`config.mk`:
```
export PLATFORM = sky130hd
export DESIGN_NAME = mrw_cell
export DESIGN_NICKNAME = d
export VERILOG_FILES = /design/src/mrw_pkg.sv /design/src/mrw_cell.sv
export SDC_FILE = /design/constraint.sdc
export NUM_CORES = 1
export LEC_CHECK = 0
export ABC_AREA = 0
export ABC_CLOCK_PERIOD_IN_PS = 7500
export BUFFER_PORTS_ARGS = -buffer_cell sky130_fd_sc_hd__buf_2
export CORE_ASPECT_RATIO = 1.5
export CORE_MARGIN = 2
export CORE_UTILIZATION = 36
export CTS_CLUSTER_DIAMETER = 80
export DETAILED_ROUTE_END_ITERATION = 8
export SETUP_SLACK_MARGIN = 0.02
export SLEW_MARGIN = 0
export SYNTH_ARGS = -nofsm -noshare
export SYNTH_HDL_FRONTEND = slang
export SYNTH_SLANG_ARGS = --single-unit
```
`constraint.sdc`:
```
create_clock -name i_clk -period 7.5 [get_ports i_clk]
set_input_delay 0.375 -clock i_clk [delete_from_list [all_inputs] [get_ports i_clk]]
set_output_delay 0.375 -clock i_clk [all_outputs]
set_load 0.05 [all_outputs]
```
`src/mrw_pkg.sv`:
```
`timescale 1ns / 1ps
package mrw_pkg;
    localparam int NUM_WIDTH = 63;
    // One bit of the multiplier per cell.
    localparam int NUM_CELLS = NUM_WIDTH;

    typedef logic [NUM_WIDTH-1:0] t_num;
    typedef logic [1:0]           t_verdict;

    localparam t_verdict VERDICT_PRIME     = 2'd0;
    localparam t_verdict VERDICT_COMPOSITE = 2'd1;
    localparam t_verdict VERDICT_BADWIT    = 2'd2;

    // (a + b) mod m for a, b < m.
    function automatic t_num add_mod(input t_num a, input t_num b, input t_num m);
        logic [NUM_WIDTH:0] s;
        logic [NUM_WIDTH:0] d;
        s = {1'b0, a} + {1'b0, b};
        d = s - {1'b0, m};
        add_mod = (s >= {1'b0, m}) ? d[NUM_WIDTH-1:0] : s[NUM_WIDTH-1:0];
    endfunction

    // Data handed from one cell to the next.
    typedef struct packed {
        logic active;
        t_num acc;
        t_num addend;
        logic mbit;
    } t_link;
endpackage

```
`src/mrw_cell.sv`:
```
`timescale 1ns / 1ps
// One multiplier bit step: conditional add, then doubling of the addend.
module mrw_cell
    import mrw_pkg::*;
(
    input  logic  i_clk,
    input  logic  i_rst_n,
    input  t_num  i_mod,
    input  t_link i_link,
    output t_link o_link
);
    t_link r_link;
    t_num  n_acc;
    t_num  n_add;

    always_comb begin
        n_acc = i_link.mbit ? add_mod(i_link.acc, i_link.addend, i_mod) : i_link.acc;
        n_add = add_mod(i_link.addend, i_link.addend, i_mod);
    end

    always_ff @(posedge i_clk) begin
        if (!i_rst_n) begin
            r_link.active <= 1'b0;
        end else begin
            r_link.active <= i_link.active;
        end
        r_link.acc    <= n_acc;
        r_link.addend <= n_add;
        r_link.mbit   <= i_link.mbit;
    end

    assign o_link = r_link;
endmodule

```
* After elaboration in Yosys (flattened, before gate mapping)
Index checks and enable logic that the tools add are counted.
** Storage, ports and cells
- Input bits :: 193
- Logic and storage cells :: 13
- Output and inout port bits :: 128
- Bits in registers :: 128
** Cells by class
- Magnitude comparators :: 2
- Multiplexer cells :: 3
- $add $sub $neg :: 4
** Operator list (number)
- $mux W63 :: 3
- $add A63 B63 Y64 :: 2
- $ge A64 B63 Y1 :: 2
- $sub A63 B63 Y63 :: 2

* Logic depth before layout (Yosys ltp)
- Depth after elaboration :: 4
- Depth in mapped cells :: 27
- Mapped depth without buffers :: 24

* Worst setup path before layout
OpenSTA, ideal clock, no wires.
- Path kind :: input port to flip-flop
- From :: input port i_link[5] in the netlist's numbering
- To :: register r_link (netlist bit o_link[123])
- Cell stages on the path :: 26
- Required time :: 7.378 ns
- Slack :: 2.123 ns
- Setup time :: 0.122 ns
- Path buffers :: 3
- Arrival :: 5.255 ns
- Cell sequence :: ha_1 nand2_2 o31ai_4 o2111ai_1 a31oi_1 a41oi_1 o21ai_0 and3b_1 nor2_1 o21ai_0 xor2_1 ha_1 clkbuf_1 a21o_1 a21o_1 a221o_1 a21oi_1 o21ai_0 a221oi_1 a21oi_1 a211o_1 buf_6 buf_4 o2111ai_1 o31ai_1 a221o_1
** On the way
- Longest elaborated chain between the ends :: 4
- Elaborated cells on any way between the ends :: 5
- Those cells by class :: add/sub (2); order compare (1); mux (2)
** RTL lines
- start: declaration :: RTL line mrw_cell.sv:9 : input t_link i_link,
- $add A63 B63 Y64 * :: RTL line mrw_pkg.sv:18 : s = {1'b0, a} + {1'b0, b};
- $sub A63 B63 Y63 / $ge A64 B63 Y1 (equally long branches) :: RTL line mrw_pkg.sv:19, mrw_pkg.sv:20
- $mux W63 * :: RTL line mrw_pkg.sv:20 : add_mod = (s >= {1'b0, m}) ? d[NUM_WIDTH-1:0] : s[NUM_WIDTH-1:0];
- $mux W63 * :: RTL line mrw_cell.sv:17 : n_acc = i_link.mbit ? add_mod(i_link.acc, i_link.addend, i_mod) : i_link.acc;
- via n_acc[59] :: RTL line mrw_cell.sv:13 : t_num n_acc;
- end: declaration :: RTL line mrw_cell.sv:12 : t_link r_link;
Mark *: on every way through the listed nets, which the timed path passes. The rest lies on a longest branch.
A chain may end at the register's enable or synchronous reset.

* Worst setup path after layout
- From :: input port i_link[4] in the netlist's numbering
- To :: register r_link (netlist bit o_link[114])
The elaborated chain is that of the path after synthesis.

==> out/results.txt <==
last weighted congestion value of the routability-driven placer - 0.959
detailed-router iteration count before antenna repair - 5
Final Hold Violating Endpoints - 0
critical path class - input port to flip-flop
number of placed instances with taps included - 2935
CTS clk-pin slew, worst paths - 0.07 ns
final net count - 2775
final sum of negative setup slack - 0 ns
TritonCTS Sinks - 128
required time at the worst-slack endpoint - 7.85 ns
synthesis-to-layout area growth - 17.1%
register area share after synthesis - 16.7%
I/O pin cnt - 321
DIE WIDTH - 173 um
Avg Cell Area, Syn - 7.21 um2
maximum fanout along the worst path - 43
worst supply voltage drop on vdd - 132 uV
root buffer selected by CTS - clkbuf_16
worst-case headroom to the max-slew limit - 40.2%
WHS - 0.124 ns
minimum period implied by the final worst setup slack - 6.44 ns
routed length per instance - 19.6 um
most frequent cells in the layout - buf_2, a21oi_1, nand2_1
most used routing layer - met2
H-tree depth - 4
number of clock buffers inserted by TritonCTS - 17
largest cells by area after synthesis - dfxtp_1, ha_1, a21oi_1
Core Region - 42000 um2
worst slew pin tran - 0.891 ns
count of buffers from port buffering - 320
leakage power - 8.66 nW
number of max-slew violations in the final report - 0
f_max - 155 MHz
warnings from Yosys - 0
worst min path class - input port to flip-flop
initial core utilization - 36.5%
fraction of registers with async set/reset - 0%
max-capacitance violation count - 0
initial detailed-routing violation count - 1013
area share of the leading cell type in the synthesized netlist - 16.7%
number of antenna violations at the first check in global routing - 4
leftover overflow at the end of global routing - 0
largest incremental delay on the critical path - 0.56 ns
Pwr Density - 260 nW/um2
area occupied by multi-input gates - 12000 um2
placed cell areas - 17400 um2
number of gates given a new drive strength after cts - 0
EDFF count, synth - 0
startpoint types - input port
placement row count - 92
syn_nets - 2512
Filler Cell Count - 4393
Post-Synthesis Cell Area - 15300 um2
Post-Layout Cell Count - 2968
met2 Usage GRT - 48.0%
status - completed
Setup Buffers After CTS - 0
data arrival at the endpoint of the critical path - 6.79 ns
CP top delay family - compound AO/OA/AOI/OAI gates
most frequent standard cell in the layout excluding fill and tap cells - buf_2
drt via density - 5.68
cell accounting for the most synthesized area - dfxtp_1
unrepaired setup endpoints after global routing - no
Max stage delay cell, worst path - a211o_2
full die area - 44300 um2
global-route wire length before repair - 89.8 mm
Critical path buffers and inverters - 4
overall die height - 257 um
Final Cell Area - 18000 um2
number of register bits inferred by synthesis - 128
number of vias after detailed routing - 16900
power consumption - 4.67 mW
clock tree from TritonCTS - yes
maximum buffer depth of the clock tree - 2
largest net degree at the start of global routing - 66
max reg flops - 128
vias in the first global route - 16900
detailed-placement wirelength estimate - 47.8 mm
number of buffers inserted for hold repair after clock tree synthesis - 0
Syn Inst Count - 2127
count of nets left with antenna violations after detail routing - 0
share of cells above drive strength 1 - 16.7%
sequential cell area - 2560 um2
cell mode on critical path - o21ai_0
Post-synth top flop - dfxtp_1
met1 Resource Use GR - 28.0%
Period Utilization, post-route - 85.8%
number of distinct library cells after synthesis - 73
Post-Route WL - 58.1 mm
# DRC - 0
final-report setup violation count - 0
endpoint kind of the worst setup timing path - flip-flop
global routing usage summed across all routing layers - 25.3%
met3 capacity usage during global routing - 2.91%
Yosys cell counts, drive strengths merged, types with 5 or more instances:
master	n
a211o	8
clkbuf	75
nor3	26
or2	5
nand2b	23
nor2	206
a41oi	7
a21boi	7
o2111ai	8
a21oi	293
buf	15
and2	12
and3	14
nand3	47
or3	10
a31oi	59
dfxtp	128
ha	189
a211oi	10
mux2i	13
o31a	5
a221o	8
and4	8
o21a	20
nand2	208
nor2b	26
o211ai	12
a221oi	5
mux2	15
a21o	115
o21ai	126
xnor2	105
a2111oi	5
inv	109
nand4	37
o31ai	12
xor2	70
o21bai	39
metrics by stage:
stage               utilization, %  setup slack (ns)
floorplan                        -              2.12
global placement              41.4             0.758
detailed placement            41.4             0.624
CTS                           42.7              1.10
global route                  42.7             0.641
finish                        42.7              1.06
logic make-up (layout without fill, tap and decap cells):
| family | after synthesis | count (layout) | share of synthesized area, % |
|---|---|---|---|
| compound gates | 765 | 765 | 31.3 |
| simple gates | 640 | 640 | 19.1 |
| buf+inv | 199 | 472 | 5.12 |
| fa+ha+maj | 192 | 192 | 15.8 |
| xor+xnor | 175 | 175 | 10.0 |
| flops | 128 | 128 | 16.7 |
| mux | 28 | 28 | 1.95 |
| other cells | 0 | 4 | 0 |
final timing paths:
check | slack (ns) | endpoint | startpoint | depth (start not counted)
setup / recovery | 1.06 | o_link[114] | i_link[4] | 26
hold / removal | 0.12 | o_link[127] | i_link[127] | 2
cell type report:
type | count | area share [%]
inverter | 109 | 2.28
clock buffer | 22 | 2.64
clock inverter | 7 | 0.348
multi-input combinational | 1800 | 66.8
sequential | 128 | 14.3
antenna | 4 | 0.0558
timing repair buffer | 334 | 9.66
tap | 564 | 3.93
power breakdown:
group	leakage [nW]	internal, mW	switching [mW]
Clock	0.267	0.474	0.362
Combinational	7.32	0.963	1.96
Sequential	1.08	0.851	0.0615
metal layers:
layer	up-vias	wire, um
met4	0	2260
met5	-	0
met1	7917	23000
met3	124	2690
met2	605	30100
li1	8205	-
(Power assumes the default switching activity.)
